`config.mk`:
```
export PLATFORM = sky130hd
export DESIGN_NAME = hnm_front
export DESIGN_NICKNAME = d
export VERILOG_FILES = /design/src/rtl/heightmap_normal_map_encoder_assert.svh /design/src/rtl/hnm_pkg.sv /design/src/rtl/hnm_front.sv
export SDC_FILE = /design/constraint.sdc
export NUM_CORES = 1
export LEC_CHECK = 0
export ABC_AREA = 1
export ABC_CLOCK_PERIOD_IN_PS = 2700
export BUFFER_PORTS_ARGS = -buffer_cell sky130_fd_sc_hd__buf_2
export CAP_MARGIN = 15
export CORE_UTILIZATION = 43
export DETAILED_ROUTE_END_ITERATION = 10
export HOLD_SLACK_MARGIN = 0.05
export PLACE_DENSITY = 0.63
export SLEW_MARGIN = 20
export SYNTH_ARGS = -nofsm -noshare
export SYNTH_HDL_FRONTEND = slang
export SYNTH_SLANG_ARGS = --single-unit
```
`constraint.sdc`:
```
create_clock -name clk -period 2.7 [get_ports clk]
set_input_delay 0.54 -clock clk [delete_from_list [all_inputs] [get_ports clk]]
set_output_delay 0.54 -clock clk [all_outputs]
set_load 0.03 [all_outputs]
```
`src/rtl/heightmap_normal_map_encoder_assert.svh`:
```
// Assertion macros used by the encoder's queue module.
`ifndef HEIGHTMAP_NORMAL_MAP_ENCODER_ASSERT_SVH
`define HEIGHTMAP_NORMAL_MAP_ENCODER_ASSERT_SVH
`ifndef SYNTHESIS
// property must hold on every rising clock edge out of reset
`define HNM_ASSERT(label, clk, rst_n, prop) \
label: assert property (@(posedge clk) disable iff (!rst_n) (prop)) \
    else $error("hnm assertion failed");
// consequent must hold in the cycle after the antecedent
`define HNM_ASSERT_NEXT(label, clk, rst_n, ante, cons) \
label: assert property (@(posedge clk) disable iff (!rst_n) (ante) |=> (cons)) \
    else $error("hnm assertion failed");
`else
`define HNM_ASSERT(label, clk, rst_n, prop)
`define HNM_ASSERT_NEXT(label, clk, rst_n, ante, cons)
`endif
`endif

```
`src/rtl/hnm_pkg.sv`:
```
// Types and constants shared by the height map normal encoder.
package hnm_pkg;

    localparam int IDX_W      = 11;
    localparam int HOUT_W     = 16;
    localparam int CFG_RESET  = 1024;

    typedef struct packed {
        logic [IDX_W-1:0] col;
        logic [IDX_W-1:0] row;
        logic             sel;
        logic             last_row;
        logic             last_col;
    } hnm_item_t;

    typedef struct packed {
        logic signed [7:0] x;
        logic        [6:0] y;
        logic signed [7:0] z;
    } hnm_normal_t;

    typedef struct packed {
        logic [HOUT_W-1:0] height;
        logic [IDX_W-1:0]  col;
        logic [IDX_W-1:0]  row;
        hnm_normal_t       normal;
        logic              eof;
    } hnm_result_t;

    typedef enum logic [2:0] {
        B_IDLE,
        B_RD_L,
        B_RD_S,
        B_RD_R,
        B_WR,
        B_JOB,
        B_WAIT
    } back_state_t;

    typedef enum logic [1:0] {
        N_IDLE,
        N_SQ,
        N_ITER,
        N_DONE
    } norm_state_t;

    typedef enum logic [1:0] {
        JOB_ABOVE,
        JOB_LEFT,
        JOB_CORNER
    } job_t;

endpackage

```
`src/rtl/hnm_front.sv`:
```
// Front end: limit register, raster counters and item classification.
module hnm_front
    import hnm_pkg::*;
#(
    parameter int MAX_LAST_INDEX = 1024
)
(
    input  logic             clk,
    input  logic             rst_n,
    input  logic             cfg_write,
    input  logic [IDX_W-1:0] cfg_value,
    input  logic             take,
    output hnm_item_t        item
);

    logic [IDX_W-1:0] limit_reg;
    logic [IDX_W-1:0] col_reg, col_next;
    logic [IDX_W-1:0] row_reg, row_next;
    logic             sel_reg, sel_next;
    logic [IDX_W-1:0] last;

    // zero acts as one, anything above the last store index is clamped to it
    always_comb
    begin
        if (limit_reg == '0)
        begin
            last = IDX_W'(1);
        end
        else if (32'(limit_reg) > MAX_LAST_INDEX)
        begin
            last = IDX_W'(MAX_LAST_INDEX);
        end
        else
        begin
            last = limit_reg;
        end
    end

    always_comb
    begin
        item.col      = col_reg;
        item.row      = row_reg;
        item.sel      = sel_reg;
        item.last_row = (row_reg == last);
        item.last_col = (col_reg == last);
    end

    always_comb
    begin
        col_next = col_reg;
        row_next = row_reg;
        sel_next = sel_reg;
        if (cfg_write)
        begin
            col_next = '0;
            row_next = '0;
            sel_next = 1'b0;
        end
        else if (take)
        begin
            if (item.last_col)
            begin
                col_next = '0;
                if (item.last_row)
                begin
                    row_next = '0;
                    sel_next = 1'b0;
                end
                else
                begin
                    row_next = row_reg + 1'b1;
                    sel_next = !sel_reg;
                end
            end
            else
            begin
                col_next = col_reg + 1'b1;
            end
        end
    end

    always_ff @(posedge clk or negedge rst_n)
    begin
        if (!rst_n)
        begin
            limit_reg <= IDX_W'(CFG_RESET);
            col_reg   <= '0;
            row_reg   <= '0;
            sel_reg   <= 1'b0;
        end
        else
        begin
            if (cfg_write)
            begin
                limit_reg <= cfg_value;
            end
            col_reg <= col_next;
            row_reg <= row_next;
            sel_reg <= sel_next;
        end
    end

endmodule

```
==> run metrics <==
run status finished clean; antenna diode instance count 0; average detailed-routed wire length per instance 13.15 µm; critical path required time 2160 ps; Peak VDD IR 0.2641 mV; number of antenna violations at the first check in global routing 0; most common cell after layout, fill and taps aside sky130_fd_sc_hd__nand2_1; First DRT Iteration DRCs 155; Routability Congestion 0.9226; Final HPWL DP 4.668 mm; critical path, cell by cell nor2_2 -> nand3_2 -> o21bai_4 -> buf_6 -> nand2_2 -> buf_4 -> nand2_1 -> nand3_2 -> nor4_4 -> buf_4; number of failing hold endpoints at the final stage 0; Synth Net Count 379; DP Area 2688 µm²; setup repair after global routing missed its margin true; clock slew at reported path FFs 80 ps; post-layout net count 437; TritonCTS clock tree built; switching share of power 35.37%; Cell Count Post-Placement 468; max cap viols 0; final WL 6.456 mm; leakage power total 1.634 nW; proportion of synthesized chip area in sequential cells 35.38%; Yosys cell types 26; count of vias placed by the detailed router 2417; Worst EP arrival 2130 ps; CP max stage delay 400 ps; switching pwr 621.9 µW; final cell count without fillers 491; via density per instance 4.923; worst relative slew slack 48.22%; crit path kind flop to primary output; worst slew pin tran 776.7 ps; starting density of the core 45.99%; largest driver fanout on the critical path 5; Die Outline Area 5904 µm²; post-detailed-route DRC marker count 0; Yosys warnings 0; synthesized instance count 362; pin count of the biggest net entering global routing 35; maximum buffer depth of the clock tree 2; min Tclk post-route 2668 ps; max frequency 0.3748 GHz; PortBufs 39; clock skew after layout 7.694 ps; CP Capture Type primary output; synthesized flop and latch total 34; final number of setup-violating endpoints 0; global-route wire length before repair 11.03 mm; share of the clock period used by the worst path 98.83%; signed area change from the synthesized netlist to the final layout 26.08%; crit path setup slack, layout 31.65 ps; post-synthesis instance area 2409 µm²; site row count 26; fraction of final layout cells sized beyond drive strength 1 24.70%; internal portion of total power 1.137 mW; first drt pass iteration count 4; CTS sink cnt 34; placeable core area 5238 µm²; Die X 76.84 µm; Detail Route Antenna Nets 0; number of buffers created by CTS 5; class of the most critical hold timing path input pin to asynchronous set/reset pin; insertion delay to the later sink of the worst-skew pair 290 ps; CTS Root Cell sky130_fd_sc_hd__clkbuf_8; all-layer global routing usage 23.99%; share of total power in the clock network 32.8%; minimum setup slack after placement 230.0 ps; Logic pwr share 31.7%; leading cell types in the layout, fill and taps excluded 139 x sky130_fd_sc_hd__nand2_1, 40 x sky130_fd_sc_hd__inv_1, 38 x sky130_fd_sc_hd__buf_2; Power per Cell Area 579.1 nW/µm²; count of final max-slew check failures 0; Flop pwr share 35.5%; element type at the critical path start flop; GR Overflow Total 0; via count of the first global-routing pass 2277; critical-path cell with the highest stage delay sky130_fd_sc_hd__dfrtp_1; vertical die dimension 76.84 µm; Finished Cell Area 3037 µm²; hold buffer count at cts 0; per-instance average area after synthesis 6.653 µm²; IO Count 40; H-Tree Level Count 2
==> worst paths after layout <==
check	start	depth (start not counted)	slack, ps	end
max in group asynchronous	rst_n	1	1880	row_reg[3]
min	rst_n	1	310	col_reg[7]
max reg2reg	limit_reg[1]	17	280	row_reg[6]
min in group clk	cfg_value[8]	3	440	limit_reg[8]
max	limit_reg[1]	10	30	item[0]
min reg2reg	sel_reg	2	500	sel_reg
==> cells by family (layout without fill, tap and decap cells) <==
kind of cell / Yosys count / in the layout / synth area share [%]
and+or+nand+nor: 237 / 237 / 41.92
buffers and inverters: 51 / 110 / 9.402
DFF: 34 / 34 / 35.38
xor gates and xnor gates: 20 / 20 / 7.273
AOI/OAI and AO/OA: 18 / 18 / 4.987
adders and majority gates: 2 / 2 / 1.039
==> what timing repair did <==
action,in CTS,in global routing
hold endpoints to repair,0,0
pin swaps,10,1
cloned,1,0
buffers inserted,15,0
setup endpoints to repair,2,14
gates resized for setup,23,4
==> metrics by stage <==
stage	total power, mW	hold WS [ps]	setup TNS, ps	util, %
global placement	1.107	486.3	0	51.31
detailed placement	1.109	486.8	0	51.31
finish	1.759	314.4	0	57.98
global route	1.867	391.8	-170.7	57.98
CTS	1.767	349.1	0	57.72
floorplan	0.9755	244.4	0	-
==> area by class of cell <==
type,count,area [µm²]
fill,518,2201
clock buffer,5,68.82
sequential,34,852.1
tap,70,87.58
multi-input combinational,277,1416
inverter,40,150.1
clock inverter,3,68.82
timing repair buffer,62,392.9
==> Yosys cell counts, drive strengths merged <==
| master | instances | area share [%] |
|---|---|---|
| nor2 | 37 | 6.3 |
| inv | 40 | 6.2 |
| xor2 | 18 | 6.5 |
| ha | 2 | 1.0 |
| nand2 | 151 | 24 |
| nor4 | 5 | 1.3 |
| nand4 | 6 | 1.6 |
| dfstp | 1 | 1.1 |
| nor3 | 5 | 1.5 |
| dfrtp | 33 | 34 |
| a21oi | 3 | 0.62 |
| buf | 8 | 2.7 |
| o22ai | 2 | 0.52 |
| clkbuf | 3 | 0.47 |
| or2 | 1 | 0.26 |
| nand3 | 32 | 7.1 |
| o21bai | 2 | 1.6 |
| o21ai | 11 | 2.3 |
| xnor2 | 2 | 0.73 |
==> worst max-delay path, delay by kind of cell, from the launching register on <==
kind,cells,cell delay [ps]
and+or+nand+nor,6,740
buffers and inverters,3,470
AOI/OAI and AO/OA,1,220
DFF,1,400
==> layer usage <==
layer / vias up / GRT usage [%] / share of wire (%) / routed length [µm]
li1: 1243 / - / - / -
met1: 1075 / 31.19 / 46 / 2971
met2: 83 / 39.73 / 47 / 3014
met3: 16 / 3.810 / 4.9 / 318
met4: 0 / 9.231 / 2.3 / 151
met5: - / 0 / 0 / 0
==> power by group through the flow <==
stage	clock network [mW]	registers [mW]	logic (mW)
finish	0.576	0.624	0.558
detailed placement	0	0.636	0.474
global placement	0	0.636	0.472
CTS	0.593	0.623	0.550
floorplan	0	0.680	0.295
global route	0.613	0.633	0.622
Note: power is estimated with default switching activity, not from simulation.
