[src/rtl/heightmap_normal_map_encoder_assert.svh]
// Assertion macros used by the encoder's queue module.
`ifndef HEIGHTMAP_NORMAL_MAP_ENCODER_ASSERT_SVH
`define HEIGHTMAP_NORMAL_MAP_ENCODER_ASSERT_SVH
`ifndef SYNTHESIS
// property must hold on every rising clock edge out of reset
`define HNM_ASSERT(label, clk, rst_n, prop) \
label: assert property (@(posedge clk) disable iff (!rst_n) (prop)) \
    else $error("hnm assertion failed");
// consequent must hold in the cycle after the antecedent
`define HNM_ASSERT_NEXT(label, clk, rst_n, ante, cons) \
label: assert property (@(posedge clk) disable iff (!rst_n) (ante) |=> (cons)) \
    else $error("hnm assertion failed");
`else
`define HNM_ASSERT(label, clk, rst_n, prop)
`define HNM_ASSERT_NEXT(label, clk, rst_n, ante, cons)
`endif
`endif

[src/rtl/hnm_pkg.sv]
// Types and constants shared by the height map normal encoder.
package hnm_pkg;

    localparam int IDX_W      = 11;
    localparam int HOUT_W     = 16;
    localparam int CFG_RESET  = 1024;

    typedef struct packed {
        logic [IDX_W-1:0] col;
        logic [IDX_W-1:0] row;
        logic             sel;
        logic             last_row;
        logic             last_col;
    } hnm_item_t;

    typedef struct packed {
        logic signed [7:0] x;
        logic        [6:0] y;
        logic signed [7:0] z;
    } hnm_normal_t;

    typedef struct packed {
        logic [HOUT_W-1:0] height;
        logic [IDX_W-1:0]  col;
        logic [IDX_W-1:0]  row;
        hnm_normal_t       normal;
        logic              eof;
    } hnm_result_t;

    typedef enum logic [2:0] {
        B_IDLE,
        B_RD_L,
        B_RD_S,
        B_RD_R,
        B_WR,
        B_JOB,
        B_WAIT
    } back_state_t;

    typedef enum logic [1:0] {
        N_IDLE,
        N_SQ,
        N_ITER,
        N_DONE
    } norm_state_t;

    typedef enum logic [1:0] {
        JOB_ABOVE,
        JOB_LEFT,
        JOB_CORNER
    } job_t;

endpackage

[src/rtl/hnm_fifo.sv]
// Small register queue used between front, back and result port.
module hnm_fifo
    import hnm_pkg::*;
#(
    parameter int WIDTH = 8,
    parameter int DEPTH = 4
)
(
    input  logic             clk,
    input  logic             rst_n,
    input  logic             push,
    input  logic [WIDTH-1:0] din,
    output logic             full,
    input  logic             pop,
    output logic [WIDTH-1:0] dout,
    output logic             empty
);

`include "heightmap_normal_map_encoder_assert.svh"

    localparam int PTR_W = $clog2(DEPTH);
    localparam int CNT_W = $clog2(DEPTH + 1);

    logic [WIDTH-1:0] slot_reg [DEPTH];
    logic [PTR_W-1:0] wr_ptr_reg, wr_ptr_next;
    logic [PTR_W-1:0] rd_ptr_reg, rd_ptr_next;
    logic [CNT_W-1:0] count_reg, count_next;
    logic             push_ok, pop_ok;

    assign full    = (count_reg == CNT_W'(DEPTH));
    assign empty   = (count_reg == '0);
    assign push_ok = push && !full;
    assign pop_ok  = pop && !empty;
    assign dout    = slot_reg[rd_ptr_reg];

    always_comb
    begin
        wr_ptr_next = wr_ptr_reg;
        rd_ptr_next = rd_ptr_reg;
        count_next  = count_reg;
        if (push_ok)
        begin
            wr_ptr_next = (wr_ptr_reg == PTR_W'(DEPTH - 1)) ? '0 : wr_ptr_reg + 1'b1;
        end
        if (pop_ok)
        begin
            rd_ptr_next = (rd_ptr_reg == PTR_W'(DEPTH - 1)) ? '0 : rd_ptr_reg + 1'b1;
        end
        if (push_ok && !pop_ok)
        begin
            count_next = count_reg + 1'b1;
        end
        else if (pop_ok && !push_ok)
        begin
            count_next = count_reg - 1'b1;
        end
    end

    always_ff @(posedge clk or negedge rst_n)
    begin
        if (!rst_n)
        begin
            wr_ptr_reg <= '0;
            rd_ptr_reg <= '0;
            count_reg  <= '0;
        end
        else
        begin
            wr_ptr_reg <= wr_ptr_next;
            rd_ptr_reg <= rd_ptr_next;
            count_reg  <= count_next;
        end
    end

    always_ff @(posedge clk)
    begin
        if (push_ok)
        begin
            slot_reg[wr_ptr_reg] <= din;
        end
    end

    `HNM_ASSERT(a_count_bound, clk, rst_n, count_reg <= CNT_W'(DEPTH))
    `HNM_ASSERT_NEXT(a_count_up, clk, rst_n, push_ok && !pop_ok, count_reg == $past(count_reg) + 1'b1)
    `HNM_ASSERT_NEXT(a_count_down, clk, rst_n, pop_ok && !push_ok, count_reg == $past(count_reg) - 1'b1)

endmodule

[config.mk]
export PLATFORM = sky130hd
export DESIGN_NAME = hnm_fifo
export DESIGN_NICKNAME = d
export VERILOG_FILES = /design/src/rtl/hnm_pkg.sv /design/src/rtl/hnm_fifo.sv
export VERILOG_INCLUDE_DIRS = /design/src /design/src/rtl
export SDC_FILE = /design/constraint.sdc
export NUM_CORES = 1
export LEC_CHECK = 0
export ABC_AREA = 1
export BUFFER_PORTS_ARGS = -buffer_cell sky130_fd_sc_hd__buf_2
export CELL_PAD_IN_SITES_DETAIL_PLACEMENT = 1
export CELL_PAD_IN_SITES_GLOBAL_PLACEMENT = 2
export CORE_UTILIZATION = 39
export CTS_BUF_LIST = sky130_fd_sc_hd__clkbuf_2 sky130_fd_sc_hd__clkbuf_4 sky130_fd_sc_hd__clkbuf_8
export DETAILED_ROUTE_END_ITERATION = 10
export PLACE_DENSITY = 0.83
export SYNTH_ARGS = -nofsm -noshare
export SYNTH_HDL_FRONTEND = slang
export SYNTH_SLANG_ARGS = --single-unit
[constraint.sdc]
create_clock -name clk -period 2.23 [get_ports clk]
set_input_delay 0.446 -clock clk [delete_from_list [all_inputs] [get_ports clk]]
set_output_delay 0.446 -clock clk [all_outputs]
set_load 0.005 [all_outputs]
==> results of run 1 <==
repair_timing:
action / CTS / global route
gates resized for setup: 0 / 0
hold endpoints to repair: 7 / 0
hold buffers: 1 / 0
placed cells by master, fill, tap and decap left out, types with 2 or more instances in the layout:
cell,n
nor2_1,6
clkbuf_8,5
bufinv_16,2
nand2_1,38
ha_1,6
dfrtp_1,7
buf_4,7
nand3_1,7
edfxtp_1,32
inv_1,31
buf_2,21
o211ai_1,15
final timing paths:
check	start	end	slack [ns]	cells past startpoint
min reg2reg	count_reg[2]	count_reg[2]	0.52	2
max in group asynchronous	rst_n	rd_ptr_reg[0]	1.55	2
min in group asynchronous	rst_n	count_reg[1]	0.51	2
max reg2reg	count_reg[0]	count_reg[1]	0.30	9
max	count_reg[0]	count_reg[1]	0.30	9
min	din[4]	slot_reg[2][4]	0.36	1
power groups by stage:
stage / clock (mW) / sequential, mW / combinational (mW)
after floorplan: 0 / 1.06 / 0.699
after global placement: 0 / 1.07 / 0.950
after detailed placement: 0 / 1.08 / 0.997
after CTS: 0.725 / 1.07 / 1.01
after global routing: 0.749 / 1.08 / 1.14
final: 0.700 / 1.06 / 0.985
layer usage:
metal,wire [µm],share of wire,vias up,global-route usage
met5,0,0,-,0
met4,49,0.014,0,0.06576
met3,117,0.034,7,0.04386
met2,1821,0.53,20,0.2859
met1,1437,0.42,552,0.1827
li1,-,-,567,-
layout make-up:
cell class	instances	area [µm²]	share of cell area
sequential	39	1136	0.5483
multi-input combinational	78	446.7	0.2156
timing repair buffer	29	167.7	0.08092
inverter	32	120.1	0.05797
clock buffer	6	76.32	0.03684
tap	52	65.06	0.03140
clock inverter	2	60.06	0.02899
logic make-up (layout without fill, tap and decap cells):
logic type      count (synthesis)  count (layout)  share of synthesized area
compound gates                 17              17                    0.07397
xor+xnor                        1               1                   0.004980
fa+ha+maj                       7               7                    0.05405
buf+inv                        37              69                     0.1003
flops                          39              39                     0.6458
simple gates                   53              53                     0.1209
through the flow:
| step | hold WS (ns) | setup WS, ns | instances | utilization |
|---|---|---|---|---|
| 2_1_floorplan | 0.1504 | 0.5369 | 154 | - |
| 3_3_place_gp | 0.2906 | 0.4440 | 229 | 0.4422 |
| 3_5_place_dp | 0.2948 | 0.3348 | 229 | 0.4422 |
| 4_1_cts | 0.3530 | 0.2636 | 238 | 0.4759 |
| 5_1_grt | 0.3573 | 0.1707 | 238 | 0.4759 |
| 6_report | 0.3638 | 0.3003 | 238 | 0.4759 |
==> run_results.csv, run 1 <==
group,metric,value,unit
setup_path,critPathSlowestCell,"dfrtp_1",
setup_path,crit_family,"adder cells",
setup_path,critPathMaxStageDelay,0.44,ns
setup_path,required,2.39,ns
setup_path,cp_cell_sequence,"inv_2 -> nand3_1 -> nand2_2 -> inv_1 -> ha_1 -> inv_1 -> fa_1 -> nand2_1 -> o21ai_0",
sta,period_needed,1.930,ns
synth,synth_ff_type,"edfxtp_1",
synth,synth_edf_count,32,
power_and_ir_drop,p_leak,0.9393,nW
grt,grt_max_degree,20,
finish,diodes,0,
synth,yosysTopAreaCell,"edfxtp_1",
sta,clock_skew,0.005315,ns
cts,ctsLongestPathBuffers,2,
setup_path,arrival,2.09,ns
synth,synth_top_area_frac,0.5462,
power_and_ir_drop,power_frac_seq,0.387,
floorplanning,fp.dieW,69.16,µm
synth,ys_ff_latch,39,
synth,async_flop_share,0.1795,
setup_path,path_buf_inv,3,
synth,netlist_area,1759,µm²
routing,wl,3425,µm
floorplanning,die_area,4783,µm²
placement,place_congestion,0.7357,
cts,htree_levels,2,
grt,gr-usage-all-layers,0.1615,
floorplanning,ioPinCount,22,
placement,place_area,1926,µm²
finish,drive_above_1_share,0.2097,
setup_path,cpMostUsedCell,"inv_1",
synth,post_synth.cell_area_avg,11.42,µm²
power_and_ir_drop,combPwrFrac,0.358,
worst_hold_path,hp-class,"primary input to register",
sta,setup_viol,0,
cts,numCtsBuffers,5,
synth,yosys-top-cells-area,"edfxtp_1 55%, dfrtp_1 10%, nand2_1 8.1%",
cts,worstSkewPairLatency,0.29,ns
power_and_ir_drop,powerDensity,1327,nW/µm²
floorplanning,core,4354,µm²
finish,fillers,487,
routing,wl_per_cell,14.39,µm
finish,fin_area,2072,µm²
cts,postCtsSetupBuffers,0,
grt,antenna_found_initial,0,
power_and_ir_drop,internal_power,1.829,mW
cts,tritoncts,"yes",
setup_path,cp-end-kind,"register",
setup_path,start_kind,"register",
synth,syn_inst,154,
finish,largest_register_ffs,32,
sta,fin_tns_setup,0,ns
synth,synthTopCellsByCount,"38 x nand2_1, 32 x edfxtp_1, 31 x inv_1",
sta,drv_slew,0,
finish,nets,204,
routing,drc,0,
grt,grt_pass1_wl,5878,µm
synth,ys_warn_count,0,
synth,synthesis.nets,173,
floorplanning,start_util,0.4040,
power_and_ir_drop,p_sw,920.6,µW
grt,grt_overflow_total,0,
routing,drtPass1Iterations,3,
placement,portBuffers,21,
grt,grt_pass1_vias,1257,
synth,yosysSeqAreaShare,0.6458,
placement,dp_hpwl,2393,µm
floorplanning,rows,24,
sta,fmax,518.2,MHz
sta,relSlewSlack,0.7983,
power_and_ir_drop,power,2.750,mW
cts,cts-root-buf,"clkbuf_8",
sta,worst_slew_pin_slew,0.3022,ns
synth,synth_cell_type_count,16,
sta,finalHoldViolCount,0,
routing,vias,1146,
floorplanning,fp.dieH,69.16,µm
routing,drtIter0Drc,29,
power_and_ir_drop,ir_drop,571.0,µV
sta,post-route-period-util,0.8653,
routing,vias_per_cell,4.815,
power_and_ir_drop,switching_share,0.3348,
cts,path_clk_slew,0.07,ns
cts,clock_sinks,39,
status,outcome,"completed",
setup_path,crit_type,"register to register",
setup_path,worst-path-max-fanout,7,
run,maxCapViolCount,0,
power_and_ir_drop,p_clk_frac,0.255,
sta,rsz0062_at_grt,"false",
synth,yosysMostFrequentCell,"nand2_1",
routing,ant_nets,0,
finish,layout-area-overhead-vs-synth,17.78,%
(Power assumes the default switching activity.)
==> run 2, diff against run 1 <==
Settings changed: REMOVE_ABC_BUFFERS set to 1.
==> run 2 against run 1 <==
Cell area fell by 0.36%. Non-clock buffer count fell by 1. Clock skew rose by 0.0039 ns. Global-route usage rose by 0.51 points. Utilization fell by 0.17 points. Largest cell class unchanged.
==> run_results.csv, run 2 (same netlist as run 1, synthesis figures left out) <==
group,metric,value,unit
cts,tritoncts,"yes",
floorplanning,start_util,0.4040,
cts,clock_sinks,39,
setup_path,critPathSlowestCell,"dfrtp_1",
sta,setup_viol,0,
grt,gr-usage-all-layers,0.1666,
setup_path,start_kind,"register",
setup_path,crit_type,"register to register",
finish,final_common_cell,"nand2_1",
cts,htree_levels,2,
floorplanning,ioPinCount,22,
floorplanning,fp.dieH,69.16,µm
sta,fin_tns_setup,0,ns
sta,period_needed,1.905,ns
cts,ctsLongestPathBuffers,2,
power_and_ir_drop,switching_share,0.3405,
sta,hold_ws,0.3716,ns
grt,grt_max_degree,36,
finish,fin_area,2064,µm²
power_and_ir_drop,combPwrFrac,0.362,
placement,placedCellCount,228,
setup_path,worst-path-max-fanout,4,
placement,place_area,1918,µm²
sta,drv_slew,0,
setup_path,required,2.41,ns
finish,fin_cells,237,
setup_path,cpMostUsedCell,"nand2_1",
routing,vias_per_cell,4.865,
grt,grt_pass1_vias,1266,
grt,grt_pass1_wl,5989,µm
sta,finalHoldViolCount,0,
cts,worstSkewPairLatency,0.29,ns
setup_path,path_buf_inv,2,
setup_path,crit_family,"simple AND/OR/NAND/NOR gates",
floorplanning,rows,24,
cts,numCtsBuffers,5,
placement,dp_hpwl,2423,µm
routing,drc,0,
sta,relSlewSlack,0.7675,
finish,nets,203,
placement,place_congestion,0.6667,
cts,cts-root-buf,"clkbuf_8",
grt,antenna_found_initial,0,
run,maxCapViolCount,0,
power_and_ir_drop,ir_drop,540.9,µV
setup_path,critPathMaxStageDelay,0.41,ns
routing,wl,3583,µm
sta,worst_slew_pin_slew,0.3483,ns
routing,wl_per_cell,15.12,µm
sta,fmax,525.1,MHz
power_and_ir_drop,internal_power,1.821,mW
power_and_ir_drop,powerDensity,1337,nW/µm²
sta,fin_ws,0.3254,ns
placement,place_ws,0.2875,ns
routing,ant_nets,0,
floorplanning,die_area,4783,µm²
placement,portBuffers,21,
finish,layout-area-overhead-vs-synth,17.35,%
floorplanning,fp.dieW,69.16,µm
setup_path,cp_cell_sequence,"inv_1 -> nand3_1 -> nand2_1 -> ha_1 -> inv_1 -> fa_1 -> nand2_1 -> nand3_1 -> nand2_1 -> nand2_1",
routing,drtPass1Iterations,4,
setup_path,arrival,2.09,ns
sta,clock_skew,0.009249,ns
sta,post-route-period-util,0.8541,
power_and_ir_drop,p_sw,940.2,µW
sta,rsz0062_at_grt,"false",
worst_hold_path,hp-class,"primary input to register",
status,outcome,"completed",
power_and_ir_drop,p_leak,0.9343,nW
power_and_ir_drop,p_clk_frac,0.254,
finish,diodes,0,
finish,largest_register_ffs,32,
finish,final_cell_mix,"38 x nand2_1, 32 x edfxtp_1, 31 x inv_1",
setup_path,cp-end-kind,"register",
finish,fillers,475,
cts,path_clk_slew,0.08,ns
finish,drive_above_1_share,0.2054,
cts,postCtsSetupBuffers,0,
finish,multi_input_area,446.7,µm²
floorplanning,core,4354,µm²
routing,drtIter0Drc,51,
grt,grt_overflow_total,0,
routing,vias,1153,
power_and_ir_drop,power_frac_seq,0.384,
finish,seq_area,1136,µm²
==> run 2: worst paths after layout <==
path	from	endpoint	slack [ns]	cells past startpoint
setup / recovery	count_reg[1]	count_reg[2]	0.33	10
hold / removal	din[4]	slot_reg[0][4]	0.37	1
setup reg to reg	count_reg[1]	count_reg[2]	0.33	10
hold reg to reg	count_reg[2]	count_reg[2]	0.54	2
max in group asynchronous	rst_n	rd_ptr_reg[1]	1.55	2
min in group asynchronous	rst_n	count_reg[1]	0.52	2
==> run 2: power by group through the flow <==
| stage | sequential (mW) | combinational [mW] | clock [mW] |
|---|---|---|---|
| 2_1_floorplan | 1.13 | 0.528 | 0 |
| 4_1_cts | 1.06 | 1.03 | 0.712 |
| 5_1_grt | 1.07 | 1.14 | 0.745 |
| 3_5_place_dp | 1.08 | 1.01 | 0 |
| 6_report | 1.06 | 1.00 | 0.701 |
| 3_3_place_gp | 1.07 | 0.930 | 0 |
==> run 2: metrics by stage <==
step	util	power (mW)
2_1_floorplan	-	1.658
3_3_place_gp	0.4405	1.995
3_5_place_dp	0.4405	2.088
4_1_cts	0.4741	2.803
5_1_grt	0.4741	2.962
6_report	0.4741	2.761
==> run 2: routing by layer <==
layer  vias up  GRT usage  routed length (µm)
li1        568          -                   -
met1       566     0.1848                1502
met2        15     0.3031                1923
met3         4    0.03947                 103
met4         0    0.06803                  54
met5         -          0                   0
==> run 2: what timing repair did <==
action	4_1_cts	5_1_grt
gates resized for setup	0	0
endpoints found under the hold margin	7	0
hold buffers	1	0
==> run 2: layout make-up <==
| cell class | instances | share of cell area |
|---|---|---|
| sequential | 39 | 0.5503 |
| clock buffer | 6 | 0.03697 |
| tap | 52 | 0.03152 |
| clock inverter | 2 | 0.02909 |
| inverter | 32 | 0.05818 |
| multi-input combinational | 78 | 0.2164 |
| timing repair buffer | 28 | 0.07758 |
